==> src/hw/rtl/assert_macros.svh <==
// assertion macros for the rtl modules; the sorted record table unit includes them
`ifndef ASSERT_MACROS_SVH
`define ASSERT_MACROS_SVH

// same-cycle implication, checked outside reset
`define SRT_ASSERT_NOW(lbl, cond, conseq, msg) \
    lbl: assert property (@(posedge i_clk) disable iff (!i_rst_n) \
        (cond) |-> (conseq)) else $error(msg);

// next-cycle implication, checked outside reset
`define SRT_ASSERT_NEXT(lbl, cond, conseq, msg) \
    lbl: assert property (@(posedge i_clk) disable iff (!i_rst_n) \
        (cond) |=> (conseq)) else $error(msg);

`endif

==> src/hw/rtl/srt_pkg.sv <==
// shared types and constants of the sorted record table
package srt_pkg;

    localparam int CAPACITY_DEF   = 64;
    localparam int NAME_CHARS_DEF = 25;
    localparam int MAX_OUT        = 64;
    localparam int NAME_PORT_W    = 200;

    typedef enum logic [1:0] {
        F_INSERT = 2'd0,
        F_SEARCH = 2'd1,
        F_UPDATE = 2'd2,
        F_LIST   = 2'd3
    } t_func;

    typedef enum logic [1:0] {
        ST_OK        = 2'd0,
        ST_EXISTS    = 2'd1,
        ST_NOT_FOUND = 2'd2,
        ST_FULL      = 2'd3
    } t_status;

    typedef enum logic [1:0] {
        S_IDLE,
        S_CMP,
        S_APPLY,
        S_LIST
    } t_state;

    // command broadcast to every cell
    typedef struct packed {
        logic cmp;
        logic ins;
        logic upd;
        logic rot;
    } t_cell_cmd;

    // per-cell status seen by the neighbor and the top level
    typedef struct packed {
        logic valid;
        logic gt;
        logic eq;
    } t_cell_flag;

endpackage

==> src/hw/rtl/srt_cell.sv <==
// one record slot of the sorted chain
module srt_cell import srt_pkg::*; #(
    parameter int NAME_W = NAME_CHARS_DEF * 8
) (
    input  logic               i_clk,
    input  logic               i_rst_n,
    input  t_cell_cmd          i_cmd,
    input  logic signed [31:0] i_key,
    input  logic signed [31:0] i_amount,
    input  logic [NAME_W-1:0]  i_name,
    input  t_cell_flag         i_left_flag,
    input  logic signed [31:0] i_left_key,
    input  logic signed [31:0] i_left_amount,
    input  logic [NAME_W-1:0]  i_left_name,
    input  logic               i_right_valid,
    input  logic signed [31:0] i_right_key,
    input  logic signed [31:0] i_right_amount,
    input  logic [NAME_W-1:0]  i_right_name,
    input  logic signed [31:0] i_head_key,
    input  logic signed [31:0] i_head_amount,
    input  logic [NAME_W-1:0]  i_head_name,
    output t_cell_flag         o_flag,
    output logic signed [31:0] o_key,
    output logic signed [31:0] o_amount,
    output logic [NAME_W-1:0]  o_name,
    output logic signed [31:0] o_sel_key,
    output logic signed [31:0] o_sel_amount,
    output logic [NAME_W-1:0]  o_sel_name
);

    logic               r_valid;
    logic               r_gt;
    logic               r_eq;
    logic signed [31:0] r_key;
    logic signed [31:0] r_amount;
    logic [NAME_W-1:0]  r_name;

    // a cell not below the new key makes room: takes the new word or the left one
    logic take_new;
    logic take_left;
    logic take_right;
    logic take_head;

    always_comb begin
        take_new   = i_cmd.ins && !r_gt && i_left_flag.gt;
        take_left  = i_cmd.ins && !r_gt && !i_left_flag.gt;
        take_right = i_cmd.rot && r_valid && i_right_valid;
        take_head  = i_cmd.rot && r_valid && !i_right_valid;
    end

    // control flags
    always_ff @(posedge i_clk) begin
        if (!i_rst_n) begin
            r_valid <= 1'b0;
            r_gt    <= 1'b0;
            r_eq    <= 1'b0;
        end else begin
            if (i_cmd.cmp) begin
                r_gt <= r_valid && (i_key > r_key);
                r_eq <= r_valid && (i_key == r_key);
            end
            if (take_new) begin
                r_valid <= 1'b1;
            end else if (take_left) begin
                r_valid <= i_left_flag.valid;
            end
        end
    end

    // record payload
    always_ff @(posedge i_clk) begin
        if (take_new) begin
            r_key    <= i_key;
            r_amount <= i_amount;
            r_name   <= i_name;
        end else if (take_left) begin
            r_key    <= i_left_key;
            r_amount <= i_left_amount;
            r_name   <= i_left_name;
        end else if (take_right) begin
            r_key    <= i_right_key;
            r_amount <= i_right_amount;
            r_name   <= i_right_name;
        end else if (take_head) begin
            r_key    <= i_head_key;
            r_amount <= i_head_amount;
            r_name   <= i_head_name;
        end else if (i_cmd.upd && r_eq) begin
            r_amount <= r_amount + i_amount;
        end
    end

    // own record and the copy gated by the match flag
    always_comb begin
        o_flag       = '{valid: r_valid, gt: r_gt, eq: r_eq};
        o_key        = r_key;
        o_amount     = r_amount;
        o_name       = r_name;
        o_sel_key    = r_eq ? r_key : '0;
        o_sel_amount = r_eq ? r_amount : '0;
        o_sel_name   = r_eq ? r_name : '0;
    end

endmodule

==> config.mk <==
export PLATFORM = sky130hd
export DESIGN_NAME = srt_cell
export DESIGN_NICKNAME = d
export VERILOG_FILES = /design/src/hw/rtl/assert_macros.svh /design/src/hw/rtl/srt_pkg.sv /design/src/hw/rtl/srt_cell.sv
export SDC_FILE = /design/constraint.sdc
export NUM_CORES = 1
export LEC_CHECK = 0
export BUFFER_PORTS_ARGS = -buffer_cell sky130_fd_sc_hd__buf_2
export CELL_PAD_IN_SITES_DETAIL_PLACEMENT = 1
export CELL_PAD_IN_SITES_GLOBAL_PLACEMENT = 2
export CORE_AREA = 10 10 616 618
export CTS_BUF_LIST = sky130_fd_sc_hd__clkbuf_4 sky130_fd_sc_hd__clkbuf_8 sky130_fd_sc_hd__clkbuf_16
export DETAILED_ROUTE_END_ITERATION = 8
export DIE_AREA = 0 0 626 628
export GPL_TIMING_DRIVEN = 0
export PLACE_DENSITY_LB_ADDON = 0.3
export SYNTH_ARGS = -nofsm -noshare
export SYNTH_HDL_FRONTEND = slang
export SYNTH_SLANG_ARGS = --single-unit
==> constraint.sdc <==
create_clock -name i_clk -period 14.1 [get_ports i_clk]
set_input_delay 0.705 -clock i_clk [delete_from_list [all_inputs] [get_ports i_clk]]
set_output_delay 0.705 -clock i_clk [all_outputs]
set_load 0.005 [all_outputs]
==> run_results.csv, run 1 <==
group,metric,value,unit
status,status,"complete, no violations",
clock_network,post_cts_buffers,0,
timing,fin_tns_setup,0,ps
clock_network,clk_pin_slew_worst_paths,60,ps
timing,period_minus_slack,4440,ps
floorplanning,ios,1597,
synth,synth_seq_cells,267,
timing,drv_slew,0,
floorplanning,start_util,5.61,%
placed_design,portBuffers,1594,
worst_setup_path,critPathTopFamily,"buffers and inverters",
worst_setup_path,worstPathArrival,4830,ps
synth,synth-edff-count,264,
floorplanning,die-area,393000,µm²
timing,setup_slack,9660,ps
pwr,p_total,3.56,mW
clock_network,cts_buffer_depth,3,
worst_setup_path,cp.required,14480,ps
pwr,p_switching,1.44,mW
worst_setup_path,max_stage_delay,1050,ps
timing,min_period_over_period,31.5,%
job,maxCapViolations,0,
clock_network,cts_root_buf,"clkbuf_16",
drt,drt-initial-drc-count,1545,
pwr,p_int,2.12,mW
synth,async_reset_ff_share,0,%
clock_network,h-tree-depth,2,
worst_setup_path,crit_top_cell,"clkbuf_1",
floorplanning,die_x,626,µm
timing,finalHoldViolCount,0,
synth,ys_types,61,
grt,grtUsageTotal,13.8,%
worst_hold_path,min_path_type,"in -> reg",
grt,antenna_found_initial,185,
pwr,p_leak,15.3,nW
placed_design,dp_hpwl,255000,µm
synth,syn-num-nets,3553,
pwr,p_clk_share,36.6,%
timing,slew_headroom,8.50,%
timing,setup_viol,0,
drt,routed_wirelength,286000,µm
cells_and_area,final_nets,5211,
pwr,powerDensity,96.9,nW/µm²
clock_network,cts_tree,"built",
clock_network,clock_sinks,267,
grt,grt_max_degree,88,
worst_setup_path,critPathBufInv,3,
floorplanning,rows,223,
placed_design,gp_congestion,0.871,
pwr,ir_drop,0.000101,V
timing,max_freq,0.225,GHz
grt,grt_pass1_vias,29500,
floorplanning,coreArea,367000,µm²
cells_and_area,fill_cells,44100,
clock_network,insertion_delay,710,ps
floorplanning,dieHeight,628,µm
cells_and_area,instances_no_fill,9012,
cells_and_area,syn2layout_area_growth,78.3,%
worst_setup_path,crit_chain,"and2_1 -> clkbuf_1 -> nand2_2 -> clkbuf_1 -> clkbuf_1 -> nand2_1 -> a31oi_1",
synth,seq_area_frac_synth,38.8,%
pwr,pwr-share-comb,29.4,%
synth,syn_area,20600,µm²
timing,rsz0062_at_grt,"false",
pwr,switching_share,40.4,%
drt,routedWlPerCell,31.7,µm
cells_and_area,drive_gt1_share,42.0,%
timing,skew,24.9,ps
grt,grt_pass1_wl,352000,µm
worst_setup_path,cp_max_fo,11,
worst_setup_path,crit_path_end_kind,"flip-flop",
clock_network,hold_buffers,0,
drt,vias,27600,
worst_setup_path,start_kind,"flip-flop",
synth,synth_area_per_cell,8.51,µm²
synth,synth_flop_cell,"edfxtp_1",
drt,dr.pass1.iters,6,
clock_network,post_cts_resized,0,
worst_setup_path,cpMaxStageDelayCell,"clkbuf_1",
drt,antenna_left,0,
grt,grt_overflow_total,0,
worst_setup_path,path_class,"reg -> reg",
pwr,seqPwrFrac,34.0,%
drt,post_drt_via_cell_ratio,3.07,
timing,worstMarginPinSlew,1370,ps
clock_network,numCtsBuffers,49,
placed_design,pre_cts_ws,8880,ps
synth,synthCells,2423,
placed_design,dp.cells,8867,
drt,drc,0,
synth,yosysWarnings,0,
-- power groups by stage --
stage          combinational [mW]  clock [mW]  sequential (mW)
6_report                     1.05        1.30             1.21
5_1_grt                      1.15        1.39             1.22
4_1_cts                      1.09        1.38             1.23
3_5_place_dp                 1.08           0             1.24
3_3_place_gp                 1.07           0             1.27
2_1_floorplan               0.422           0             1.08
-- cell families after synthesis --
family	count (synthesis)	synth area share (%)
AND/OR/NAND/NOR	1104	27.0
buffers and inverters	249	4.61
XOR/XNOR	23	0.977
flip-flops	267	38.8
AO/OA/AOI/OAI	657	21.8
adder cells (fa/ha/maj)	64	3.92
multiplexers	59	2.88
-- through the flow --
step | utilization (%) | cell area [µm²] | hold WS (ps)
after floorplan | - | 20600 | 490
final | 10.0 | 36800 | 336
after CTS | 9.97 | 36600 | 221
after global routing | 9.97 | 36700 | 285
after detailed placement | 9.52 | 35000 | 558
after global placement | 9.43 | 34600 | 530
-- final cells by class --
type | instances | area [µm²] | area share (%)
antenna | 54 | 135 | 0.368
buffer | 210 | 828 | 2.25
timing repair buffer | 1607 | 8270 | 22.5
sequential | 267 | 7990 | 21.7
clock inverter | 36 | 362 | 0.984
inverter | 39 | 154 | 0.419
clock buffer | 55 | 1270 | 3.46
tap | 4837 | 6050 | 16.5
multi-input combinational | 1907 | 11700 | 31.8
-- flip-flops by register name, summed over array words and instances (netlist names) --
name      flops
r_gt          1
r_valid       1
r_eq          1
o_name      200
o_amount     32
o_key        32
-- worst reg2reg max path, delay by kind of cell (launching register included) --
| family | cells | cell delay (ps) |
|---|---|---|
| AO/OA/AOI/OAI | 1 | 720 |
| buffers and inverters | 3 | 1990 |
| flip-flops | 1 | 430 |
| AND/OR/NAND/NOR | 3 | 1000 |
-- per-layer routing --
metal  vias up  part of all wire [%]  GRT usage (%)
li1      12200                     -              -
met1     13700                    37           15.0
met2      1321                    52           26.1
met3       323                   8.6           4.92
met4        72                   1.5           1.71
met5         -                  0.15              0
-- placed cells by master (no fill, tap or decap), types with 29 or more instances in the layout --
master	count
buf_2	1600
clkbuf_1	171
nand2_1	502
mux2i_1	57
nor2_1	29
nor2b_1	248
inv_1	38
clkbuf_16	49
edfxtp_1	264
a21oi_1	55
diode_2	54
a31oi_1	235
a211oi_1	247
and2_1	267
ha_1	63
-- worst paths after layout --
path / from / to / slack (ps) / cells after the start
setup / recovery: r_valid / o_name[141] / 9660 / 7
setup reg to reg: r_valid / o_name[141] / 9660 / 7
hold reg to reg: r_eq / r_eq / 550 / 2
hold / removal: i_left_flag[2] / r_valid / 340 / 3
-- cells in the mapped netlist (3+ instances only) --
| cell | number | area, µm² |
|---|---|---|
| o21ai_0 | 25 | 125 |
| dfxtp_1 | 3 | 60.1 |
| xnor2_1 | 13 | 114 |
| nor2b_1 | 248 | 1550 |
| o21bai_1 | 3 | 22.5 |
| a21oi_1 | 55 | 275 |
| or3_1 | 4 | 25.0 |
| nand3_1 | 8 | 40.0 |
| inv_1 | 39 | 146 |
| clkbuf_1 | 188 | 706 |
| o31a_1 | 3 | 26.3 |
| and2_1 | 267 | 1670 |
| edfxtp_1 | 264 | 7930 |
| buf_2 | 4 | 20.0 |
| mux2i_1 | 57 | 571 |
| a21o_1 | 23 | 173 |
| a221oi_1 | 7 | 61.3 |
| a31oi_1 | 235 | 1470 |
| nor2_1 | 30 | 113 |
| nor3_1 | 9 | 45.0 |
| nand4_1 | 9 | 56.3 |
| ha_1 | 63 | 788 |
| o21a_1 | 3 | 22.5 |
| o221ai_1 | 3 | 26.3 |
| nand2b_1 | 7 | 43.8 |
| a211oi_1 | 250 | 1880 |
| o211ai_1 | 9 | 67.6 |
| buf_1 | 15 | 56.3 |
| o21ai_1 | 12 | 60.1 |
| xor2_1 | 10 | 87.6 |
| and4_1 | 5 | 43.8 |
| and3_1 | 6 | 37.5 |
| nand2_1 | 504 | 1890 |
| buf_4 | 3 | 22.5 |
Power figures use the tool's default switching activity.
==> run 2: changes to the inputs <==
Settings changed: CORE_AREA 10 10 616 618 to 10 10 606 608, DIE_AREA 0 0 626 628 to 0 0 616 618.
Clock period 14.1 ns to 3.9 ns, I/O delays scaled along.
==> run 2 against run 1 <==
Against the previous run: total power grew to 3.9 times the previous value; first-iteration DRC count up 28%; die area decreased by 3.2%; non-clock buffer count is 644 higher; global-route usage rose by 1.1 points; final area up 18%; worst setup slack worse by 9500 ps; count of clock-buffer cells in the layout up 6; critical endpoint is now o_amount[24].
==> run_results.csv, run 2 (synthesis gave the netlist of run 1 again) <==
group,metric,value,unit
placed_design,dp_hpwl,267000,µm
pwr,p_total,13.7,mW
grt,grtUsageTotal,14.9,%
worst_setup_path,path_class,"in -> reg",
pwr,powerDensity,318,nW/µm²
grt,antenna_found_initial,170,
clock_network,numCtsBuffers,49,
job,maxCapViolations,0,
clock_network,cts_tree,"built",
worst_setup_path,critPathTopFamily,"buffers and inverters",
timing,rsz0062_at_grt,"false",
floorplanning,rows,219,
cells_and_area,most-common-layout-cells,"buf_2, dlygate4sd3_1, nand2_1",
floorplanning,start_util,5.81,%
pwr,p_switching,5.40,mW
grt,grt_pass1_vias,33300,
worst_hold_path,min_path_type,"in -> reg",
clock_network,clk_pin_slew_worst_paths,70,ps
placed_design,portBuffers,1594,
drt,post_drt_via_cell_ratio,3.19,
pwr,ir_drop,0.000335,V
clock_network,insertion_delay,720,ps
drt,routed_wirelength,300000,µm
worst_setup_path,crit_chain,"buf_2 -> buf_2 -> buf_1 -> buf_1 -> o21bai_1 -> dlygate4sd3_1 -> a221oi_1 -> dlygate4sd3_1",
drt,antenna_left,0,
timing,min_period_over_period,95.1,%
worst_setup_path,critPathBufInv,6,
cells_and_area,syn2layout_area_growth,110,%
floorplanning,dieHeight,618,µm
floorplanning,ios,1597,
cells_and_area,drive_gt1_share,37.1,%
pwr,p_clk_share,34.9,%
pwr,switching_share,39.3,%
cells_and_area,largest_register_ffs,200,
drt,dr.pass1.iters,5,
drt,drc,0,
worst_setup_path,rrSetupSlack,210,ps
cells_and_area,finish.utilization,12.2,%
floorplanning,die-area,381000,µm²
worst_setup_path,cp_max_fo,11,
timing,slew_headroom,15.6,%
placed_design,gp_congestion,0.891,
pwr,seqPwrFrac,31.3,%
timing,period_minus_slack,3710,ps
timing,setup_viol,0,
pwr,pwr-share-comb,33.8,%
worst_setup_path,worstPathArrival,4290,ps
floorplanning,coreArea,355000,µm²
worst_setup_path,cpMaxStageDelayCell,"buf_1",
timing,finalHoldViolCount,0,
grt,grt_max_degree,35,
drt,drt-initial-drc-count,1985,
cells_and_area,final_nets,5855,
grt,grt_overflow_total,0,
timing,skew,33.2,ps
timing,max_freq,0.269,GHz
clock_network,clock_sinks,267,
worst_setup_path,start_kind,"input pin",
worst_setup_path,crit_path_end_kind,"flip-flop",
pwr,p_leak,18.1,nW
status,status,"complete, no violations",
floorplanning,die_x,616,µm
pwr,p_int,8.34,mW
drt,routedWlPerCell,31.4,µm
drt,vias,30500,
cells_and_area,layout.cells.most_common,"buf_2",
worst_setup_path,cp.required,4480,ps
clock_network,cts_root_buf,"clkbuf_16",
clock_network,cts_buffer_depth,3,
timing,worstMarginPinSlew,1270,ps
grt,grt_pass1_wl,373000,µm
worst_setup_path,max_stage_delay,830,ps
clock_network,h-tree-depth,2,
timing,drv_slew,0,
[run 2: changes by cell type in the layout (fill, tap and decap cells not counted), moves of 6 or more]
cell and delta:
dlygate4sd3_1 +639, a31oi_1 -13, a31oi_2 +13, clkbuf_1 -12, clkbuf_4 +9, buf_12 +8, clkbuf_2 +6
[run 2: area by class of cell]
class | count | area, µm²
fillers | 42600 | 312000
plain buffers | 210 | 871
well taps | 4751 | 5940
clock inverters | 29 | 318
clock buffers | 61 | 1320
flip-flops and latches | 267 | 7990
diodes | 50 | 125
inverters | 39 | 150
repair buffers | 2251 | 14700
multi-input cells | 1907 | 11800
[run 2: power by group through the flow]
stage	Combinational (mW)	Sequential, mW	Clock, mW
floorplan	1.53	3.90	0
global placement	3.92	4.45	0
detailed placement	3.98	4.37	0
CTS	4.76	4.33	5.09
global route	5.03	4.34	5.14
finish	4.64	4.30	4.80
[run 2: metal layers]
layer / part of all wire [%] / GRT usage, % / up-vias
met5: 0.18 / 0 / -
met4: 2.3 / 3.11 / 84
met3: 8.0 / 4.70 / 317
met2: 51 / 27.1 / 1449
met1: 39 / 17.1 / 15200
li1: - / - / 13500
[run 2: what timing repair did]
action                     4_1_cts  5_1_grt
hold buffers                   639        0
setup endpoints to repair      272        1
hold endpoints to repair       248        0
setup buffers                    0        0
resized for setup               34        2
[run 2: tightest hold or removal path, delay by kind of cell]
kind	cells	cell delay (ps)
AOI/OAI and AO/OA	1	170
buffers and inverters	1	100
and+or+nand+nor	1	60
[run 2: final timing paths]
check / start / to / cells past startpoint
worst max register to register: o_amount[15] / o_amount[24] / 10
worst min-delay path: i_head_name[190] / o_name[190] / 3
worst max-delay path: i_left_flag[1] / o_amount[24] / 8
worst min register to register: r_valid / r_gt / 3
[run 2: stage by stage]
stage          cell area [µm²]  setup slack (ps)  setup TNS (ps)  cells  hold slack, ps
6_report                 43200               189               0   9565            21.9
5_1_grt                  43100              13.7               0   9523            9.00
4_1_cts                  43100              5.39               0   9515            1.15
3_5_place_dp             34900             -1430          -86410   8786             527
3_3_place_gp             34600             -5740        -1763110   8768             508
2_1_floorplan            20600              -800         -187280   2423             341
==> run 3: changes to the inputs <==
--- a/config.mk
+++ b/config.mk
@@ -6,11 +6,11 @@
 export NUM_CORES = 1
 export LEC_CHECK = 0
-export BUFFER_PORTS_ARGS = -buffer_cell sky130_fd_sc_hd__buf_2
 export CELL_PAD_IN_SITES_DETAIL_PLACEMENT = 1
 export CELL_PAD_IN_SITES_GLOBAL_PLACEMENT = 2
-export CORE_AREA = 10 10 606 608
+export CORE_AREA = 10 10 611 613
 export CTS_BUF_LIST = sky130_fd_sc_hd__clkbuf_4 sky130_fd_sc_hd__clkbuf_8 sky130_fd_sc_hd__clkbuf_16
 export DETAILED_ROUTE_END_ITERATION = 8
-export DIE_AREA = 0 0 616 618
+export DIE_AREA = 0 0 621 623
+export DONT_BUFFER_PORTS = 1
 export GPL_TIMING_DRIVEN = 0
 export PLACE_DENSITY_LB_ADDON = 0.3
==> constraint.sdc (replaced) <==
create_clock -name i_clk -period 3.9 [get_ports i_clk]
set_input_delay 0.39 -clock i_clk [delete_from_list [all_inputs] [get_ports i_clk]]
set_output_delay 0.39 -clock i_clk [all_outputs]
set_load 0.005 [all_outputs]
==> run 3 against run 2 <==
Against the previous run: count of clock-buffer cells in the layout down 13; maximum frequency fell by 0.46%; sequential cell count unchanged; highest routed layer unchanged; largest cell class is now multi-input gates; die area grew 1.6%.
==> run_results.csv, run 3 (synthesis gave the netlist of run 1 again) <==
group,metric,value,unit
status,status,"complete, no violations",
clock_network,clk_pin_slew_worst_paths,70,ps
cells_and_area,finish.utilization,9.34,%
grt,grt_pass1_wl,346000,µm
drt,drc,0,
drt,dr.pass1.iters,5,
pwr,p_clk_share,36.8,%
worst_setup_path,crit_path_end_kind,"flip-flop",
worst_setup_path,rr_worst_depth,6,
timing,max_freq,0.268,GHz
floorplanning,rows,221,
floorplanning,die-area,387000,µm²
timing,slew_headroom,12.2,%
worst_setup_path,start_kind,"flip-flop",
floorplanning,die_x,621,µm
pwr,p_switching,4.99,mW
pwr,switching_share,40.1,%
worst_setup_path,critPathTopFamily,"buffers and inverters",
placed_design,dp_hpwl,255000,µm
grt,antenna_found_initial,199,
drt,antenna_left,0,
worst_setup_path,crit_chain,"and3_1 -> buf_2 -> clkbuf_2 -> clkbuf_1 -> nand2_1 -> a31oi_1",
grt,grt_pass1_vias,25400,
timing,setup_viol,0,
grt,grtUsageTotal,13.9,%
pwr,pwr-share-comb,26.0,%
drt,post_drt_via_cell_ratio,3.14,
clock_network,cts_tree,"built",
worst_setup_path,cp.required,4260,ps
cells_and_area,layout.cells.most_common,"nand2_1",
worst_setup_path,max_stage_delay,700,ps
clock_network,post_cts_buffers,0,
cells_and_area,most-common-layout-cells,"nand2_1, dlygate4sd3_1, and2_1",
pwr,p_int,7.45,mW
drt,vias,24800,
timing,drv_slew,0,
clock_network,clock_sinks,267,
timing,min_period_over_period,95.6,%
drt,drt-initial-drc-count,2049,
worst_setup_path,worstPathArrival,4090,ps
floorplanning,start_util,5.71,%
timing,hold_ws,95.1,ps
placed_design,portBuffers,0,
floorplanning,dieHeight,623,µm
worst_hold_path,min_path_type,"in -> reg",
pwr,seqPwrFrac,37.2,%
clock_network,insertion_delay,710,ps
floorplanning,coreArea,361000,µm²
worst_setup_path,r2r_start,"r_valid",
cells_and_area,drive_gt1_share,5.77,%
cells_and_area,largest_register_ffs,200,
clock_network,cts_buffer_depth,3,
pwr,p_leak,10.6,nW
worst_hold_path,min_path_cells,2,
worst_setup_path,critPathBufInv,3,
clock_network,h-tree-depth,2,
clock_network,cts_root_buf,"clkbuf_16",
timing,worstMarginPinSlew,1320,ps
placed_design,dp.cells,7239,
clock_network,numCtsBuffers,47,
worst_hold_path,hp-start,"i_right_name[9]",
timing,fin_tns_setup,0,ps
timing,rsz0062_at_grt,"false",
placed_design,gp_congestion,0.942,
worst_setup_path,path_class,"reg -> reg",
cells_and_area,fill_cells,43000,
grt,grt_max_degree,39,
worst_setup_path,cp_max_fo,12,
cells_and_area,instances_no_fill,7903,
timing,period_minus_slack,3730,ps
pwr,powerDensity,369,nW/µm²
worst_setup_path,rr_endpoint,"o_name[78]",
worst_hold_path,holdPathEnd,"o_name[9]",
floorplanning,ios,1597,
worst_setup_path,cpMaxStageDelayCell,"a31oi_1",
worst_setup_path,rrSetupSlack,170,ps
cells_and_area,syn2layout_area_growth,63.7,%
timing,skew,33.0,ps
pwr,ir_drop,0.000321,V
cells_and_area,final_nets,4091,
timing,finalHoldViolCount,0,
drt,routed_wirelength,286000,µm
drt,routedWlPerCell,36.2,µm
job,maxCapViolations,0,
grt,grt_overflow_total,0,
run 3: stage by stage:
stage	power, mW	instance area, µm²	worst slack, ps
CTS	12.9	33500	7.48
floorplan	5.43	20600	-872
global route	13.1	33600	10.2
detailed placement	7.45	27100	-1460
finish	12.4	33700	172
global placement	7.46	26600	-5630
run 3: what timing repair did:
item | 4_1_cts | 5_1_grt
cloned | 0 | 0
gates resized for setup | 32 | 7
endpoints found under the setup margin | 144 | 10
hold endpoints to repair | 218 | 0
hold buffers | 469 | 0
run 3: routing by layer:
metal	routed length [µm]	track usage (%)
met5	497	0
met4	6920	3.04
met3	27500	5.79
met2	140000	24.4
met1	111000	15.8
run 3: cell type report:
type / count / area, µm² / share of cell area (%)
clock buffers: 48 / 1180 / 3.51
flip-flops and latches: 267 / 7990 / 23.7
multi-input cells: 1907 / 11800 / 34.9
well taps: 4794 / 6000 / 17.8
repair buffers: 491 / 5130 / 15.2
plain buffers: 208 / 858 / 2.54
clock inverters: 37 / 384 / 1.14
diodes: 112 / 280 / 0.831
inverters: 39 / 150 / 0.445
run 3: worst max path at each step:
stage          startpoint     endpoint  slack (ps)  depth (start not counted)
6_report          r_valid   o_name[78]         170                          6
5_1_grt              r_gt   o_name[13]          10                          9
4_1_cts              r_gt   o_name[71]           7                          6
3_5_place_dp      r_valid  o_name[151]       -1460                          7
3_3_place_gp      r_valid   o_name[49]       -5630                          4
2_1_floorplan    i_cmd[0]     o_key[0]        -870                          4
run 3: worst reg2reg max path: stages, from the launching register on:
cell	delay (ps)
dfxtp_2	570
and3_1	220
buf_2	500
clkbuf_2	630
clkbuf_1	630
nand2_1	150
a31oi_1	700
run 3: power groups by stage:
stage          logic [mW]  clock network [mW]  registers [mW]
3_3_place_gp         2.63                   0            4.83
2_1_floorplan        1.53                   0            3.90
3_5_place_dp         2.72                   0            4.73
5_1_grt              3.51                4.90            4.68
4_1_cts              3.30                4.87            4.69
6_report             3.24                4.58            4.62
